==> config.mk <==
export PLATFORM = sky130hd
export DESIGN_NAME = keyed_polybius_codec_core
export DESIGN_NICKNAME = d
export VERILOG_FILES = /design/src/hw/rtl/kpc_pkg.sv /design/src/hw/rtl/kpc_keysched.sv /design/src/hw/rtl/kpc_codec.sv /design/src/hw/rtl/keyed_polybius_codec_core.sv
export SDC_FILE = /design/constraint.sdc
export NUM_CORES = 1
export LEC_CHECK = 0
export CORE_ASPECT_RATIO = 1.5
export CORE_MARGIN = 2
export CORE_UTILIZATION = 50
export DETAILED_ROUTE_END_ITERATION = 10
export DONT_BUFFER_PORTS = 1
export GPL_TIMING_DRIVEN = 0
export PLACE_DENSITY = 0.67
export SKIP_CTS_REPAIR_TIMING = 1
export SYNTH_ARGS = -nofsm -noshare
export SYNTH_HDL_FRONTEND = slang
export SYNTH_SLANG_ARGS = --single-unit
==> constraint.sdc <==
create_clock -name clock -period 12.8 [get_ports clock]
set_input_delay 1.92 -clock clock [delete_from_list [all_inputs] [get_ports clock]]
set_output_delay 1.92 -clock clock [all_outputs]
set_load 0.02 [all_outputs]
==> src/hw/rtl/kpc_pkg.sv <==
// Package for the keyed Polybius codec: constants, ASCII codes, status codes,
// result and key status types, and small cell index helpers.
// No dependencies.
package kpc_pkg;

   localparam int unsigned KEY_BITS     = 60;
   localparam int unsigned CODE_W       = 5;
   localparam int unsigned KEY_SLOTS    = 32;
   localparam int unsigned SQUARE_DEPTH = 25;
   localparam int unsigned LETTER_DEPTH = 26;

   localparam logic [4:0] SQUARE_SIDE  = 5'd5;
   localparam logic [4:0] SQUARE_CELLS = 5'd25;
   localparam logic [4:0] KEY_MAX      = 5'd25;
   localparam logic [4:0] LETTERS      = 5'd26;
   localparam logic [4:0] CODE_I       = 5'd8;
   localparam logic [4:0] CODE_J       = 5'd9;

   localparam logic [7:0] CHAR_ZERO = 8'h30;
   localparam logic [7:0] CHAR_ONE  = 8'h31;
   localparam logic [7:0] CHAR_FIVE = 8'h35;
   localparam logic [7:0] CHAR_NINE = 8'h39;
   localparam logic [7:0] CHAR_UA   = 8'h41;
   localparam logic [7:0] CHAR_UZ   = 8'h5A;
   localparam logic [7:0] CHAR_LA   = 8'h61;
   localparam logic [7:0] CHAR_LZ   = 8'h7A;

   typedef enum logic [1:0] {
      REG_KEY_LENGTH = 2'd0,
      REG_KEY_FIRST  = 2'd1,
      REG_KEY_SECOND = 2'd2,
      REG_KEY_FINAL  = 2'd3
   } reg_index_type;

   typedef enum logic [1:0] {
      STAT_OK         = 2'd0,
      STAT_BAD_KEY    = 2'd1,
      STAT_BAD_PLAIN  = 2'd2,
      STAT_BAD_CIPHER = 2'd3
   } status_type;

   typedef struct packed {
      logic [7:0] out_char;
      status_type status;
      logic       last;
   } result_type;

   typedef struct packed {
      logic building;
      logic key_valid;
   } key_status_type;

   function automatic result_type make_result(input logic [7:0] ch, input status_type st,
                                              input logic last);
      result_type r;
      r.out_char = ch;
      r.status   = st;
      r.last     = last;
      return r;
   endfunction

   function automatic logic [2:0] cell_row(input logic [4:0] p);
      logic [2:0] r;
      if (p >= 5'd20) begin
         r = 3'd4;
      end else if (p >= 5'd15) begin
         r = 3'd3;
      end else if (p >= 5'd10) begin
         r = 3'd2;
      end else if (p >= SQUARE_SIDE) begin
         r = 3'd1;
      end else begin
         r = 3'd0;
      end
      return r;
   endfunction

   function automatic logic [2:0] cell_col(input logic [4:0] p);
      logic [2:0] r;
      logic [4:0] base;
      r    = cell_row(p);
      base = {r, 2'b00} + {2'b00, r};
      return 3'(p - base);
   endfunction

endpackage

==> src/hw/rtl/kpc_keysched.sv <==
// Key registers and square builder: holds the configuration, walks the key and
// the alphabet one letter per cycle to fill the square and position tables.
// Depends on kpc_pkg.
module kpc_keysched (
   input  logic                        clock,
   input  logic                        reset,
   input  logic                        csr_valid,
   output logic                        csr_ready,
   input  logic [1:0]                  csr_index,
   input  logic [kpc_pkg::KEY_BITS-1:0] csr_data,
   output kpc_pkg::key_status_type     key_status,
   input  logic [4:0]                  pos_addr,
   output logic [4:0]                  pos_data,
   input  logic [4:0]                  cell_addr,
   output logic [4:0]                  cell_letter
);

   typedef enum logic [1:0] {
      BUILD_IDLE,
      BUILD_KEYS,
      BUILD_ALPHA
   } build_state_type;

   build_state_type state_ff, state_in;
   logic [4:0]                  key_len_ff;
   logic [kpc_pkg::KEY_BITS-1:0] key_first_ff;
   logic [kpc_pkg::KEY_BITS-1:0] key_second_ff;
   logic [4:0]                  key_final_ff;
   logic [4:0]  n_ff, n_in;
   logic [4:0]  c_ff, c_in;
   logic [31:0] used_ff, used_in;
   logic        ok_ff, ok_in;
   logic        valid_ff, valid_in;
   logic        csr_fire;
   logic        len_ok;
   logic        wr_en;
   logic [4:0]  wr_code;
   logic [4:0]  key_code;
   logic [4:0]  key_code_arr [kpc_pkg::KEY_SLOTS];
   logic [4:0]  square_ff [kpc_pkg::SQUARE_DEPTH];
   logic [4:0]  pos_ff [kpc_pkg::LETTER_DEPTH];

   assign csr_ready = 1'b1;
   assign csr_fire  = csr_valid & csr_ready;
   assign len_ok    = (key_len_ff != 5'd0) && (key_len_ff <= kpc_pkg::KEY_MAX);

   always_comb begin
      for (int k = 0; k < kpc_pkg::KEY_SLOTS; k++) begin
         if (k < 12) begin
            key_code_arr[k] = key_first_ff[5*k +: 5];
         end else if (k < 24) begin
            key_code_arr[k] = key_second_ff[5*(k-12) +: 5];
         end else if (k == 24) begin
            key_code_arr[k] = key_final_ff;
         end else begin
            key_code_arr[k] = 5'd0;
         end
      end
   end

   assign key_code = key_code_arr[n_ff];

   always_comb begin
      state_in = state_ff;
      n_in     = n_ff;
      c_in     = c_ff;
      used_in  = used_ff;
      ok_in    = ok_ff;
      valid_in = valid_ff;
      wr_en    = 1'b0;
      wr_code  = key_code;
      unique case (state_ff)
         BUILD_IDLE: begin
         end
         BUILD_KEYS: begin
            priority if (!len_ok) begin
               ok_in    = 1'b0;
               used_in  = '0;
               n_in     = 5'd0;
               c_in     = 5'd0;
               state_in = BUILD_ALPHA;
            end else if (n_ff == key_len_ff) begin
               ok_in    = 1'b1;
               c_in     = 5'd0;
               state_in = BUILD_ALPHA;
            end else if (key_code >= kpc_pkg::LETTERS || key_code == kpc_pkg::CODE_J ||
                         used_ff[key_code]) begin
               ok_in    = 1'b0;
               used_in  = '0;
               n_in     = 5'd0;
               c_in     = 5'd0;
               state_in = BUILD_ALPHA;
            end else begin
               wr_en             = 1'b1;
               used_in[key_code] = 1'b1;
               n_in              = n_ff + 5'd1;
            end
         end
         BUILD_ALPHA: begin
            if (c_ff == kpc_pkg::LETTERS) begin
               valid_in = ok_ff;
               state_in = BUILD_IDLE;
            end else begin
               if (c_ff != kpc_pkg::CODE_J && !used_ff[c_ff] &&
                   n_ff != kpc_pkg::SQUARE_CELLS) begin
                  wr_en   = 1'b1;
                  wr_code = c_ff;
                  n_in    = n_ff + 5'd1;
               end
               c_in = c_ff + 5'd1;
            end
         end
         default: begin
            state_in = BUILD_IDLE;
         end
      endcase
      if (csr_fire) begin
         state_in = BUILD_KEYS;
         n_in     = 5'd0;
         used_in  = '0;
         valid_in = 1'b0;
         wr_en    = 1'b0;
      end
   end

   always_ff @(posedge clock) begin
      if (reset) begin
         state_ff      <= BUILD_KEYS;
         n_ff          <= 5'd0;
         c_ff          <= 5'd0;
         used_ff       <= '0;
         ok_ff         <= 1'b0;
         valid_ff      <= 1'b0;
         key_len_ff    <= 5'd0;
         key_first_ff  <= '0;
         key_second_ff <= '0;
         key_final_ff  <= 5'd0;
      end else begin
         state_ff <= state_in;
         n_ff     <= n_in;
         c_ff     <= c_in;
         used_ff  <= used_in;
         ok_ff    <= ok_in;
         valid_ff <= valid_in;
         if (csr_fire) begin
            unique case (csr_index)
               kpc_pkg::REG_KEY_LENGTH: key_len_ff    <= csr_data[4:0];
               kpc_pkg::REG_KEY_FIRST:  key_first_ff  <= csr_data;
               kpc_pkg::REG_KEY_SECOND: key_second_ff <= csr_data;
               kpc_pkg::REG_KEY_FINAL:  key_final_ff  <= csr_data[4:0];
               default: ;
            endcase
         end
      end
   end

   always_ff @(posedge clock) begin
      if (wr_en) begin
         square_ff[n_ff] <= wr_code;
         pos_ff[wr_code] <= n_ff;
      end
   end

   assign pos_data    = pos_ff[pos_addr];
   assign cell_letter = square_ff[cell_addr];

   assign key_status.building  = (state_ff != BUILD_IDLE);
   assign key_status.key_valid = valid_ff;

endmodule

==> src/hw/rtl/kpc_codec.sv <==
// Byte datapath: input register, per-byte encrypt/decrypt decision with the
// pending row digit, and a two-entry result register toward the output.
// Depends on kpc_pkg; table lookups come from kpc_keysched.
module kpc_codec (
   input  logic                    clock,
   input  logic                    reset,
   input  logic                    req_tvalid,
   output logic                    req_tready,
   input  logic [7:0]              req_tdata,
   input  logic                    req_tuser,
   output logic                    rsp_tvalid,
   input  logic                    rsp_tready,
   output logic [7:0]              rsp_tdata,
   output logic [1:0]              rsp_tuser,
   output logic                    rsp_tlast,
   input  kpc_pkg::key_status_type key_status,
   output logic [4:0]              pos_addr,
   input  logic [4:0]              pos_data,
   output logic [4:0]              cell_addr,
   input  logic [4:0]              cell_letter
);

   logic                 in_valid_ff;
   logic [7:0]           in_char_ff;
   logic                 in_dec_ff;
   logic                 pend_valid_ff, pend_valid_in;
   logic [2:0]           pend_digit_ff, pend_digit_in;
   logic [1:0]           cnt_ff, cnt_in;
   kpc_pkg::result_type  slot0_ff, slot1_ff;
   kpc_pkg::result_type  res0, res1;
   logic                 is_digit, is_upper, is_lower, is_letter, digit_ok;
   logic [7:0]           letter_off;
   logic [4:0]           letter_code;
   logic [2:0]           row0, col0;
   logic                 advance, out_free, rsp_fire;

   assign is_digit  = (in_char_ff >= kpc_pkg::CHAR_ZERO) && (in_char_ff <= kpc_pkg::CHAR_NINE);
   assign is_upper  = (in_char_ff >= kpc_pkg::CHAR_UA) && (in_char_ff <= kpc_pkg::CHAR_UZ);
   assign is_lower  = (in_char_ff >= kpc_pkg::CHAR_LA) && (in_char_ff <= kpc_pkg::CHAR_LZ);
   assign is_letter = is_upper | is_lower;
   assign digit_ok  = (in_char_ff >= kpc_pkg::CHAR_ONE) && (in_char_ff <= kpc_pkg::CHAR_FIVE);

   // J folds onto I
   always_comb begin
      letter_off  = is_upper ? in_char_ff - kpc_pkg::CHAR_UA : in_char_ff - kpc_pkg::CHAR_LA;
      letter_code = is_letter ? letter_off[4:0] : 5'd0;
      if (letter_code == kpc_pkg::CODE_J) begin
         letter_code = kpc_pkg::CODE_I;
      end
   end

   assign pos_addr = letter_code;

   assign row0 = pend_digit_ff - 3'd1;
   assign col0 = in_char_ff[2:0] - 3'd1;
   assign cell_addr = (pend_valid_ff && digit_ok) ?
                      {row0, 2'b00} + {2'b00, row0} + {2'b00, col0} : 5'd0;

   always_comb begin
      cnt_in        = 2'd1;
      res0          = kpc_pkg::make_result(8'd0, kpc_pkg::STAT_OK, 1'b1);
      res1          = kpc_pkg::make_result(8'd0, kpc_pkg::STAT_OK, 1'b1);
      pend_valid_in = pend_valid_ff;
      pend_digit_in = pend_digit_ff;
      if (!in_dec_ff) begin
         priority if (is_digit) begin
            res0.status = kpc_pkg::STAT_BAD_PLAIN;
         end else if (!key_status.key_valid) begin
            res0.status = kpc_pkg::STAT_BAD_KEY;
         end else if (!is_letter) begin
            res0.out_char = in_char_ff;
         end else begin
            cnt_in = 2'd2;
            res0   = kpc_pkg::make_result(kpc_pkg::CHAR_ONE + 8'(kpc_pkg::cell_row(pos_data)),
                                          kpc_pkg::STAT_OK, 1'b0);
            res1   = kpc_pkg::make_result(kpc_pkg::CHAR_ONE + 8'(kpc_pkg::cell_col(pos_data)),
                                          kpc_pkg::STAT_OK, 1'b1);
         end
      end else begin
         pend_valid_in = 1'b0;
         pend_digit_in = 3'd0;
         priority if (is_letter) begin
            res0.status = kpc_pkg::STAT_BAD_CIPHER;
         end else if (!key_status.key_valid) begin
            res0.status = kpc_pkg::STAT_BAD_KEY;
         end else if (is_digit && !digit_ok) begin
            res0.status = kpc_pkg::STAT_BAD_CIPHER;
         end else if (is_digit && !pend_valid_ff) begin
            cnt_in        = 2'd0;
            pend_valid_in = 1'b1;
            pend_digit_in = in_char_ff[2:0];
         end else if (is_digit) begin
            res0.out_char = kpc_pkg::CHAR_UA + 8'(cell_letter);
         end else if (pend_valid_ff) begin
            res0.status = kpc_pkg::STAT_BAD_CIPHER;
         end else begin
            res0.out_char = in_char_ff;
         end
      end
   end

   assign rsp_fire   = rsp_tvalid & rsp_tready;
   assign out_free   = (cnt_ff == 2'd0) || ((cnt_ff == 2'd1) && rsp_tready);
   assign advance    = in_valid_ff & out_free;
   assign req_tready = !key_status.building && (!in_valid_ff || advance);

   always_ff @(posedge clock) begin
      if (reset) begin
         in_valid_ff   <= 1'b0;
         pend_valid_ff <= 1'b0;
         pend_digit_ff <= 3'd0;
         cnt_ff        <= 2'd0;
      end else begin
         if (req_tvalid && req_tready) begin
            in_valid_ff <= 1'b1;
         end else if (advance) begin
            in_valid_ff <= 1'b0;
         end
         if (key_status.building) begin
            pend_valid_ff <= 1'b0;
            pend_digit_ff <= 3'd0;
         end else if (advance) begin
            pend_valid_ff <= pend_valid_in;
            pend_digit_ff <= pend_digit_in;
         end
         if (advance) begin
            cnt_ff <= cnt_in;
         end else if (rsp_fire) begin
            cnt_ff <= cnt_ff - 2'd1;
         end
      end
   end

   always_ff @(posedge clock) begin
      if (req_tvalid && req_tready) begin
         in_char_ff <= req_tdata;
         in_dec_ff  <= req_tuser;
      end
      if (advance) begin
         slot0_ff <= res0;
         slot1_ff <= res1;
      end else if (rsp_fire) begin
         slot0_ff <= slot1_ff;
      end
   end

   assign rsp_tvalid = (cnt_ff != 2'd0);
   assign rsp_tdata  = slot0_ff.out_char;
   assign rsp_tuser  = slot0_ff.status;
   assign rsp_tlast  = slot0_ff.last;

endmodule

==> src/hw/rtl/keyed_polybius_codec_core.sv <==
// Keyed 5x5 Polybius square codec, one byte request at a time on a stream bus.
// Channels: req_* carries a byte and its direction, rsp_* returns result bytes,
// csr_* writes the four key registers (length, letters 0..11, 12..23, 24).
// A request passes the input register and then the result register pair.
// Throughput is one request per cycle for bytes that give one result, while
// rsp_tready is high and no square build runs; after an encrypted letter the
// next request waits in the input register until the second digit leaves the
// single output register pair shared by the two digits. A decrypt digit that
// opens a pair gives no result; the letter comes with the second digit.
// Reset and every csr write start a square build that walks the key and then
// the alphabet one letter per cycle; req_tready stays low meanwhile and any
// pending row digit is dropped. csr writes are always taken.
// When rsp_tready is low the result holds and the input register takes one
// more request before req_tready drops.
// Depends on kpc_pkg, kpc_keysched and kpc_codec.
module keyed_polybius_codec_core (
   input  logic        clock,
   input  logic        reset,
   input  logic        req_tvalid,
   output logic        req_tready,
   input  logic [7:0]  req_tdata,   // [7:0] in_char
   input  logic        req_tuser,   // [0] req_type: 0 encrypt, 1 decrypt
   output logic        rsp_tvalid,
   input  logic        rsp_tready,
   output logic [7:0]  rsp_tdata,   // [7:0] out_char
   output logic [1:0]  rsp_tuser,   // [1:0] status
   output logic        rsp_tlast,
   input  logic        csr_valid,
   output logic        csr_ready,
   input  logic [1:0]  csr_index,
   input  logic [59:0] csr_data
);

   kpc_pkg::key_status_type key_status;
   logic [4:0] pos_addr;
   logic [4:0] pos_data;
   logic [4:0] cell_addr;
   logic [4:0] cell_letter;

   kpc_keysched u_keysched (
      .clock       (clock),
      .reset       (reset),
      .csr_valid   (csr_valid),
      .csr_ready   (csr_ready),
      .csr_index   (csr_index),
      .csr_data    (csr_data),
      .key_status  (key_status),
      .pos_addr    (pos_addr),
      .pos_data    (pos_data),
      .cell_addr   (cell_addr),
      .cell_letter (cell_letter)
   );

   kpc_codec u_codec (
      .clock       (clock),
      .reset       (reset),
      .req_tvalid  (req_tvalid),
      .req_tready  (req_tready),
      .req_tdata   (req_tdata),
      .req_tuser   (req_tuser),
      .rsp_tvalid  (rsp_tvalid),
      .rsp_tready  (rsp_tready),
      .rsp_tdata   (rsp_tdata),
      .rsp_tuser   (rsp_tuser),
      .rsp_tlast   (rsp_tlast),
      .key_status  (key_status),
      .pos_addr    (pos_addr),
      .pos_data    (pos_data),
      .cell_addr   (cell_addr),
      .cell_letter (cell_letter)
   );

endmodule

---- Yosys cells after proc, flatten, opt, wreduce, memory -nomap -nowiden ----
Memory sizes are Yosys's and may differ from the RTL's.
Index checks and enable logic that the tools add are counted.
storage, ports and cells
  memories kept ........................... 2
  bits in writable memories ............... 255
  register bits after elaboration ......... 214
  input port bits ......................... 76
  word-level logic and storage cells ...... 228
  output and inout port bits .............. 14
memories
  name                  words  bits a word  rd ports  clocked after memory_dff  wr ports  RTL line            source
  u_keysched.pos_ff     26     5            1         0                         1         kpc_keysched.sv:41  logic [4:0] pos_ff [kpc_pkg::LETTER_DEPTH];
  u_keysched.square_ff  25     5            1         0                         1         kpc_keysched.sv:40  logic [4:0] square_ff [kpc_pkg::SQUARE_DEPTH];
cells by class
  $lt $le $gt $ge ......................... 18
  bitwise gates (word level) .............. 8
  muxes and demuxes ....................... 98
  equality and inequality tests ........... 19
  reduce and logical (&&, ||, !) cells .... 47
  add/sub/neg operators ................... 14
operators by type and width
  cell                 number
  $mux 32              3
  $mux 5               18
  $mux 8               8
  $mux 2               21
  $or 32x32->32        1
  $mux 3               10
  $mux 1               26
  $bmux 5 s5           1
  $mux 11              2
  $mux 10              2
  $pmux 5 s2           2
  $ge 8x6->1 const B   2
  $ge 8x7->1 const B   2
  $le 8x6->1 const B   2
  $le 8x7->1 const B   2
  $reduce_and 2->1     8
  $add 6x3->7 const A  2
  $logic_and 1x1->1    14
  $lt 5x6->1 const B   2
  $add 5x1->5 const B  2
  $add 5x3->5          2
  $bmux 1 s5           2
  $eq 5x4->1 const B   2
  $ge 5x4->1 const B   2
  other kinds (38)     66

---- Logic depth before layout (Yosys ltp) ----
Gate-level depths: netlist of run 1.
An unclocked memory read counts as a cell.
  word-level depth ........................ 22
  mapped depth ............................ 23
  gate-level depth less buffers ........... 20

---- Cells and area by module ----
A second synthesis of run 1 with hierarchy kept.
second synthesis, totals
  cells, all modules ...................... 1655
  area, all modules ....................... 20672.3 um^2
modules (own cells, without submodules)
  module        sequential area each (um^2)  times used  cells an instance  area an instance (um^2)
  kpc_keysched  11180.7                      1           1435               18407.7
  kpc_codec     890.9                        1           220                2264.7

---- Least setup slack after synthesis of run 1 ----
OpenSTA, ideal clock, no wires.
  path type ............................... register to register
  from .................................... register u_codec.in_char_ff[0]
  to ...................................... register u_codec.slot0_ff, in the netlist u_codec.rsp_tdata[4] (data pin)
  data arrival time ....................... 4.660 ns
  path slack .............................. 7.879 ns
  required time ........................... 12.539 ns
  cell stages (with the launch flop) ...... 22
  library setup time ...................... 0.261 ns
  period minus slack after synthesis ...... 4.921 ns
  path through ............................ edfxtp_1 buf_6 inv_1 ha_1 xor2_2 inv_2 fa_1 inv_1 fa_1 clkbuf_1 clkbuf_1 clkbuf_1 nor3_1 a211o_1 a31oi_1 a31oi_1 inv_1 ha_1 inv_1 nor4_2 xnor2_1 a221o_1
between the ends
  longest elaborated chain between the ends .. 22
ends and longest elaborated chain
  what                                         RTL line                          source
  from (decl)                                  kpc_codec.sv:24                   logic [7:0] in_char_ff;
  from (signal assigned)                       kpc_codec.sv:136                  in_char_ff <= req_tdata;
  $ge 8x7->1, or another cell as far along     kpc_codec.sv:38                   assign is_upper = (in_char_ff >= kpc_pkg::CHAR_UA) && (in_char_ff <= kpc_pkg::CHAR_UZ);
  $logic_and 1x1->1, on equally long branches  kpc_codec.sv:38, kpc_codec.sv:39
  $mux 5 / $or 1x1->1 (equally long branches)  kpc_codec.sv:45, kpc_codec.sv:40
  $mux 5                                       kpc_codec.sv:46                   letter_code = is_letter ? letter_off[4:0] : 5'd0;
  $eq 5x4->1                                   kpc_codec.sv:47                   if (letter_code == kpc_pkg::CODE_J) begin
  $mux 5                                       kpc_codec.sv:47
  $mem_v2 26x5                                 n/a
  $ge 5x3->1                                   kpc_pkg.sv:70                     end else if (p >= SQUARE_SIDE) begin
  $mux 1                                       kpc_pkg.sv:70
  $mux 2                                       n/a
  $mux 3 (6 in a row)                          n/a
  $add 6x3->7                                  kpc_codec.sv:74                   res0 = kpc_pkg::make_result(kpc_pkg::CHAR_ONE + 8'(kpc_pkg::cell_row(pos_data)),
  $mux 8                                       kpc_codec.sv:70                   end else if (!is_letter) begin
  $mux 8                                       kpc_codec.sv:68                   end else if (!key_status.key_valid) begin
  $mux 8                                       kpc_codec.sv:66                   priority if (is_digit) begin
  $mux 10 *                                    kpc_codec.sv:65                   if (!in_dec_ff) begin
  $mux 11 *                                    kpc_codec.sv:139                  if (advance) begin
  to (signal assigned)                         kpc_codec.sv:140                  slot0_ff <= res0;
  to (signal assigned)                         kpc_codec.sv:143                  slot0_ff <= slot1_ff;
  to (decl)                                    kpc_codec.sv:29                   kpc_pkg::result_type slot0_ff, slot1_ff;
Every way passes the cells marked *; elsewhere a longest branch is shown, timed or not. The select of a mux whose other input is x is not followed.
A chain may end at the register's enable or synchronous reset.

---- Worst setup path after layout of run 1 ----
  from .................................... register u_keysched.n_ff[2]
  to ...................................... memory u_keysched.pos_ff[7][1], enable pin
between the ends
  longest elaborated chain between the ends .. 14
ends and longest elaborated chain
  what                                                                     RTL line                                source
  from (decl)                                                              kpc_keysched.sv:29                      logic [4:0] n_ff, n_in;
  from (signal assigned)                                                   kpc_keysched.sv:140                     n_ff <= n_in;
  $not 5->6 (not written as such)                                          kpc_keysched.sv:61                      assign key_code = key_code_arr[n_ff];
  $bmux 5 s5                                                               kpc_keysched.sv:61
  $mux 5 (not written as such) (2 in a row)                                kpc_keysched.sv:61
  $bmux 1 s5, or another cell as far along                                 kpc_keysched.sv:87                      used_ff[key_code]) begin
  $mux 1 (not written as such) / $logic_or 1x1->1 (equally long branches)  kpc_keysched.sv:87, kpc_keysched.sv:86
  $logic_or 1x1->1                                                         kpc_keysched.sv:86                      end else if (key_code >= kpc_pkg::LETTERS || key_code == kpc_pkg::CODE_J ||
  $mux 1                                                                   kpc_keysched.sv:86
  $mux 1                                                                   kpc_keysched.sv:82                      end else if (n_ff == key_len_ff) begin
  $mux 1                                                                   kpc_keysched.sv:76                      priority if (!len_ok) begin
  $pmux 1 s2                                                               kpc_keysched.sv:72                      unique case (state_ff)
  $mux 1                                                                   kpc_keysched.sv:117                     if (csr_fire) begin
  $mux 1                                                                   kpc_keysched.sv:158                     if (wr_en) begin
  $mux 1 (not written as such)                                             kpc_keysched.sv:160                     pos_ff[wr_code] <= n_ff;
  to (decl)                                                                kpc_keysched.sv:41
Several ways; a longest one is shown, not always the timed one. The select of a mux whose other input is x is not followed.

==> results of run 1 <==
==> critical path: stages, from the launching register on <==
cell and delay [ns]:
dfxtp_1 1.23, clkinv_1 0.65, a2111oi_0 0.75, a2111oi_0 0.19
nor3_1 0.74, clkbuf_1 0.51, nand4_1 0.25, a32oi_1 0.47
a31oi_1 0.25, buf_2 0.25, buf_2 0.21, nor3_1 1.03
==> cell families (layout without fill, tap and decap cells) <==
logic type / count (synthesis) / in the layout / share of synthesized area
muxes: 135 / 135 / 0.08350
buffers and inverters: 163 / 250 / 0.03655
other: 1 / 1 / 0.0001753
DFF: 463 / 463 / 0.5642
adders and majority gates: 27 / 27 / 0.01672
AOI/OAI and AO/OA: 430 / 430 / 0.1364
xor gates and xnor gates: 15 / 15 / 0.006491
and+or+nand+nor: 708 / 708 / 0.1560
==> through the flow <==
stage	instances	area (um2)	utilization	hold slack (ns)
floorplan	1942	21400	-	0.4241
global placement	2506	22100	0.5246	0.4378
detailed placement	2509	22170	0.5263	0.4441
CTS	2593	23700	0.5625	0.4541
global route	2593	23710	0.5627	0.4673
finish	2593	23710	0.5627	0.4529
==> routing by layer <==
metal / vias to the layer above / share of wire
met3: 199 / 0.064
met1: 7880 / 0.36
met2: 714 / 0.52
met5: - / 0
li1: 7304 / -
met4: 0 / 0.057
==> how the worst min path moves through the flow <==
| stage | from | end | slack (ns) | cells after the start |
|---|---|---|---|---|
| 2_1_floorplan | u_keysched.used_ff[26] | u_keysched.used_ff[26] | 0.42 | 1 |
| 3_3_place_gp | u_keysched.used_ff[29] | u_keysched.used_ff[29] | 0.44 | 1 |
| 3_5_place_dp | u_keysched.used_ff[28] | u_keysched.used_ff[28] | 0.44 | 1 |
| 4_1_cts | u_keysched.key_first_ff[59] | u_keysched.key_first_ff[59] | 0.45 | 2 |
| 5_1_grt | u_keysched.key_first_ff[31] | u_keysched.key_first_ff[31] | 0.47 | 2 |
| 6_report | u_keysched.key_second_ff[5] | u_keysched.key_second_ff[5] | 0.45 | 2 |
==> power breakdown <==
| group | switching (mW) | leakage [nW] | total [mW] | internal (mW) |
|---|---|---|---|---|
| sequential | 0.0248 | 4.05 | 1.63 | 1.60 |
| combinational | 0.171 | 3.14 | 0.254 | 0.0821 |
| clock | 0.596 | 0.742 | 1.38 | 0.783 |
| total | 0.793 | 7.93 | 3.26 | 2.47 |
==> area by class of cell <==
cell class	instances	area, um2	area share
Tap cell	564	705.7	0.02977
Multi-Input combinational cell	1316	8573	0.3617
Sequential cell	463	12070	0.5093
Clock inverter	33	367.9	0.01552
Clock buffer	51	1159	0.04888
Buffer	122	626.9	0.02644
Timing Repair Buffer	3	45.04	0.001900
Inverter	41	155.1	0.006545
==> cells in the mapped netlist, types with 7 or more instances <==
cell type and count:
nand2b_1 9, and2_1 17, nor4_1 13, mux4_2 28
buf_4 9, nor2_1 114, a211o_1 8, a221oi_1 15
buf_2 22, or3_1 12, o22ai_1 10, a211oi_1 25
nor3_1 55, nor2b_1 13, ha_1 23, mux2_2 16
and3_1 30, xnor2_1 8, a21o_1 9, a21boi_0 10
o31ai_1 7, dfxtp_1 183, edfxtp_1 280, buf_6 10
nor3b_1 7, a311oi_1 8, inv_1 36, o21a_1 14
mux2i_1 87, a31oi_1 17, nand4_1 13, clkbuf_1 79
nand3b_1 7, nand3_1 39, nand2_1 333, a2111oi_0 7
a22oi_1 7, a21oi_1 174, o211ai_1 10, o21ai_0 28
==> layout by cell type (no fill, tap or decap), drive strengths merged, types with 9 or more instances in the layout <==
| master | count |
|---|---|
| a21boi | 10 |
| edfxtp | 280 |
| ha | 23 |
| a221oi | 15 |
| o311ai | 11 |
| mux2 | 16 |
| o211ai | 11 |
| nor3 | 58 |
| mux2i | 87 |
| clkbuf | 130 |
| mux4 | 32 |
| nor2b | 13 |
| nand2b | 9 |
| and3 | 31 |
| or3 | 12 |
| a211oi | 28 |
| nand4 | 13 |
| or2 | 11 |
| o21a | 14 |
| nor4 | 16 |
| a2111oi | 9 |
| a311oi | 9 |
| and2 | 17 |
| nor2 | 116 |
| a21o | 9 |
| clkinv | 22 |
| nand2 | 334 |
| inv | 41 |
| dfxtp | 183 |
| o21ai | 33 |
| buf | 46 |
| a21oi | 179 |
| a31oi | 17 |
| o22ai | 11 |
| nand3 | 41 |
==> flip-flops by register name, summed over array words and instances (netlist names), 2 cells and up <==
| signal | flops |
|---|---|
| u_keysched.key_len_ff | 5 |
| u_keysched.square_ff | 125 |
| u_codec.rsp_tuser | 2 |
| u_codec.rsp_tdata | 8 |
| u_keysched.c_ff | 5 |
| u_codec.pend_digit_ff | 3 |
| u_keysched.used_ff | 32 |
| u_keysched.key_final_ff | 5 |
| u_codec.slot1_ff | 5 |
| u_keysched.n_ff | 5 |
| u_codec.in_char_ff | 8 |
| u_codec.cnt_ff | 2 |
| u_keysched.pos_ff | 130 |
| u_keysched.key_second_ff | 60 |
| u_keysched.state_ff | 2 |
| u_keysched.key_first_ff | 60 |
==> results.json, run 1 <==
{
  "crit-reg2reg-capture": "u_keysched.pos_ff[7][1]",
  "grt_overflow": 0,
  "power.density_mw_per_mm2": 137.5,
  "syn_area_per_cell_um2": 11.02,
  "htree_levels": 2,
  "ir_drop_v": 0.0001234,
  "area_delta_synth_final_pct": 10.79,
  "grt_pass1_wl_um": 94540,
  "setup_viol": 0,
  "cts_buffers": 45,
  "antenna_left": 0,
  "yosysUniqueCellTypes": 106,
  "wl_per_cell_um": 24.19,
  "setup_ws_ns": 5.859,
  "worst_skew_pair.late_latency_ns": 0.58,
  "synth_area_mm2": 0.02140,
  "first_global_vias": 15817,
  "regToRegSetupSlack_ns": 5.86,
  "synth_top_cell_area_share": 0.3930,
  "viasPerCell": 6.208,
  "die_w_um": 172.9,
  "worst_clock_skew_ns": 0.02299,
  "wl_um": 62720,
  "cts_sinks": 463,
  "cp.arrival_ns": 7.12,
  "clockRootBuffer": "clkbuf_16",
  "firstDrtPassIters": 6,
  "rows": 92,
  "cap_viol_max_count": 0,
  "die_area_mm2": 0.04450,
  "num_vias": 16097,
  "grt_setup_unrepaired": "false",
  "grt_max_degree": 32,
  "drv_slew": 0,
  "status": "finished, final reports clean",
  "setup.worst_path.end": "u_keysched.pos_ff[7][1]",
  "synthCells": 1942,
  "chipHeight_um": 257.4,
  "tightest_slew_ns": 1.368,
  "first_iter_violations": 1585,
  "clkTransAtPathRegs_ns": 0.06,
  "seq_area_frac_synth": 0.5642,
  "r2r_start": "u_keysched.n_ff[2]",
  "dp_hpwl_um": 45800,
  "p_total_mw": 3.259,
  "syn-num-nets": 2044,
  "max_freq_ghz": 0.1441,
  "start_util": 0.5079,
  "drive_above_1_share": 0.1060,
  "core_region_area_mm2": 0.04213,
  "busiest_layer": "met2",
  "num_io_pins": 90,
  "diodes": 0,
  "clock_path_buffers": 3,
  "nFillCells": 3681,
  "path_class": "flop to flop",
  "ys_seq_elements": 463,
  "crit_path_start_kind": "flop",
  "use_met1": 0.3068,
  "period_minus_slack_ns": 6.941,
  "cp-startpoint": "u_keysched.n_ff[2]",
  "ff2ff_path_depth": 11,
  "p_leak_nw": 7.929,
  "drc": 0,
  "yosysTopAreaCell": "edfxtp_1",
  "synth_ff_type": "edfxtp_1",
  "async_flop_share": 0,
  "cts_tree": "built",
  "end_kind": "flop",
  "final.setup.tns_ns": 0,
  "ys_top_cells_by_area": "edfxtp_1 (39%), dfxtp_1 (17%), nand2_1 (5.8%)",
  "yosys_warnings": 0,
  "synth_edf_count": 280,
  "port_buffers": 0,
  "critPathMaxFanout": 31,
  "grt_util_met2": 0.5113,
  "hold_viol": 0,
  "layout.nets": 2094,
  "grtUsageTotal": 0.2775,
  "required_ns": 12.98,
  "slew_headroom": 0.08659,
  "use_met3": 0.04462,
  "fin_crit_sh": 0.5423,
  "dpl_worst_slack_ns": 6.139,
  "antenna_found_initial": 0,
  "globalplace.congestion": 0.9565,
  "hp-class": "flop to flop"
}
Power figures use the tool's default switching activity.
==> run 2, diff against run 1 <==
- ABC_AREA: unset -> 1
- PLACE_DENSITY: 0.67 -> 0.7
- clock period: 12.8 -> 6 ns (I/O delays scaled with it)
==> run 2 against run 1 <==
Die area is 1.1% higher. Design area is 0.53% higher. Sequential power is 120% higher. Via count is 14% higher. Setup slack worse by 5.3 ns. Cell count increased by 22%.
==> results.json, run 2 <==
{
  "reg_top3": "u_keysched.pos_ff x130, u_keysched.square_ff x125",
  "max_stage_delay_ns": 1.15,
  "worstPathCellList": "buf_2, buf_2, nand3_1, nand3_1, nand3_1, nand2_1, nand2_1, nand2_1, buf_4, nor2_2, nand2_1, nand3_1, nand2_1, nand2_1, nor2_1, nand2_2, nor2_8, nand3_4, nand2_4, nand2_4, buf_6, nor3_1",
  "die_w_um": 173.9,
  "async_flop_share": 0,
  "slew_headroom": 0.1085,
  "worst_clock_skew_ns": 0.02132,
  "synth_area_mm2": 0.02165,
  "cpMostUsedCell": "nand2_1",
  "power.internal_mw": 5.258,
  "grt_pass1_wl_um": 103000,
  "wl_per_cell_um": 21.60,
  "wl_um": 68230,
  "final_common_cell": "nand2_1",
  "area_delta_synth_final_pct": 10.10,
  "drv_slew": 0,
  "top_register": "u_keysched.pos_ff",
  "max_freq_ghz": 0.1844,
  "setup_viol": 0,
  "dp_hpwl_um": 49400,
  "cp_num_buf_inv": 4,
  "cts_sinks": 463,
  "critical_path.top_delay_family": "simple AND/OR/NAND/NOR gates",
  "core_region_area_mm2": 0.04282,
  "hold_viol": 0,
  "cp.arrival_ns": 5.61,
  "synth_top_cell_area_share": 0.3884,
  "syn_area_per_cell_um2": 8.641,
  "status": "finished, final reports clean",
  "yosysMostFrequentCell": "nand2_1",
  "yosys_warnings": 0,
  "setup_ws_ns": 0.5766,
  "worst_skew_pair.late_latency_ns": 0.58,
  "grt_max_degree": 32,
  "hold_slack_ns": 0.4253,
  "end_kind": "flop",
  "antenna_found_initial": 1,
  "drive_above_1_share": 0.05832,
  "layout.nets": 2657,
  "hp-class": "input port to flop",
  "first_global_vias": 18094,
  "diodes": 0,
  "die_area_mm2": 0.04501,
  "cap_viol_max_count": 0,
  "largest_reg_flops": 130,
  "grtUsageTotal": 0.3001,
  "viasPerCell": 5.788,
  "cts_buffers": 43,
  "pwr-share-clk": 0.377,
  "nFillCells": 3963,
  "synth_top_cells_by_count": "nand2_1 (495), nand3_1 (338), edfxtp_1 (280)",
  "clkTransAtPathRegs_ns": 0.07,
  "seq_area_frac_synth": 0.5577,
  "firstDrtPassIters": 8,
  "globalplace.congestion": 0.9864,
  "p_comb_frac": 0.124,
  "power.density_mw_per_mm2": 303.0,
  "first_iter_violations": 1781,
  "synth_ff_type": "edfxtp_1",
  "p_leak_nw": 9.269,
  "required_ns": 6.19,
  "clock_path_buffers": 3,
  "final_cell_mix": "nand2_1 (495), nand3_1 (338), edfxtp_1 (280), inv_1 (248), nor2_1 (244)",
  "p_switching_mw": 1.963,
  "grt_setup_unrepaired": "false",
  "grt_overflow": 0,
  "ys_top_cells_by_area": "edfxtp_1 (39%), dfxtp_1 (17%), nand2_1 (8.6%)",
  "antenna_left": 0,
  "cp_slowest_cell": "dfxtp_1",
  "drc": 0,
  "path_class": "flop to flop",
  "syn-num-nets": 2607,
  "cts_tree": "built",
  "period_minus_slack_ns": 5.423,
  "num_io_pins": 90,
  "synthCells": 2505,
  "crit_path_start_kind": "flop",
  "pwr-share-seq": 0.499,
  "postLayoutCoreUtil": 0.5565,
  "clockRootBuffer": "clkbuf_16",
  "chipHeight_um": 258.8,
  "tightest_slew_ns": 1.327,
  "yosysTopAreaCell": "edfxtp_1",
  "dpl_worst_slack_ns": 0.6747,
  "start_util": 0.5055,
  "critPathMaxFanout": 27,
  "yosysUniqueCellTypes": 47,
  "rows": 93,
  "htree_levels": 2,
  "synth_edf_count": 280,
  "ir_drop_v": 0.0002608,
  "num_vias": 18284,
  "ys_seq_elements": 463,
  "fin_crit_sh": 0.9039,
  "netSwitchingFraction": 0.2719,
  "port_buffers": 0
}
run 2: cell types whose count changed after synthesis, moves of 18 or more:
cell	change
a211oi_1	-24
and3_1	-30
inv_1	+212
nor3_1	-26
nand3_1	+299
o211ai_1	+18
mux4_2	-28
nor2_1	+130
mux2i_1	-87
nand2_1	+162
nand3b_1	+35
o21ai_0	+141
run 2: metrics by stage:
step,power (mW),cells,cell area (um2),setup TNS (ns)
6_report,7.221,3159,23830,0
4_1_cts,7.219,3159,23830,0
3_3_place_gp,4.509,3075,22360,-154.25
5_1_grt,7.428,3159,23830,0
3_5_place_dp,4.546,3080,22480,0
2_1_floorplan,4.223,2505,21650,0
run 2: cell type report:
type                    count  area, um2  share of cell area
flip-flops and latches    463      12070              0.5066
plain buffers             130      636.9             0.02672
inverters                 263      987.2             0.04142
clock inverters            22      224.0            0.009398
well taps                 570      713.2             0.02993
clock buffers              57       1129             0.04736
repair buffers              5      100.1            0.004200
multi-input cells        1649       7969              0.3344
run 2: cells by family after synthesis:
logic type | synth area share
DFF | 0.5577
xor gates and xnor gates | 0.004047
buffers and inverters | 0.07503
and+or+nand+nor | 0.2438
other | 0.0001732
adders and majority gates | 0.01607
AOI/OAI and AO/OA | 0.1032
run 2: worst paths after layout:
kind / startpoint / endpoint / slack (ns) / depth (start not counted)
worst max-delay path: u_keysched.n_ff[2] / u_keysched.square_ff[7][3] / 0.58 / 22
worst min-delay path: req_tdata[0] / u_codec.in_char_ff[0] / 0.43 / 0
worst max register to register: u_keysched.n_ff[2] / u_keysched.square_ff[7][3] / 0.58 / 22
worst min register to register: u_keysched.used_ff[9] / u_keysched.used_ff[9] / 0.44 / 2
run 2: power by group through the flow:
stage | clock [mW] | sequential [mW] | combinational, mW
6_report | 2.72 | 3.60 | 0.895
5_1_grt | 2.85 | 3.61 | 0.969
4_1_cts | 2.74 | 3.61 | 0.878
3_5_place_dp | 0 | 3.67 | 0.872
3_3_place_gp | 0 | 3.68 | 0.828
2_1_floorplan | 0 | 3.65 | 0.572
run 2: layer usage:
metal  up-vias  routed length, um  part of all wire  global-route usage
li1       8533                  -                 -                   -
met2       830              35350              0.52              0.5577
met3       282               4490             0.066             0.04372
met1      8637              23170              0.34              0.3096
met5         -                 13           0.00019                   0
met4         2               5207             0.076              0.2073
run 2: worst reg2reg max path, stage by stage, from the launching register on:
cell and delay (ns):
dfxtp_1 1.15, buf_2 0.40, buf_2 0.37, nand3_1 0.14
nand3_1 0.10, nand3_1 0.18, nand2_1 0.14, nand2_1 0.05
nand2_1 0.18, buf_4 0.23, nor2_2 0.11, nand2_1 0.07
nand3_1 0.09, nand2_1 0.07, nand2_1 0.05, nor2_1 0.11
nand2_2 0.10, nor2_8 0.15, nand3_4 0.16, nand2_4 0.16
nand2_4 0.13, buf_6 0.21, nor3_1 0.70
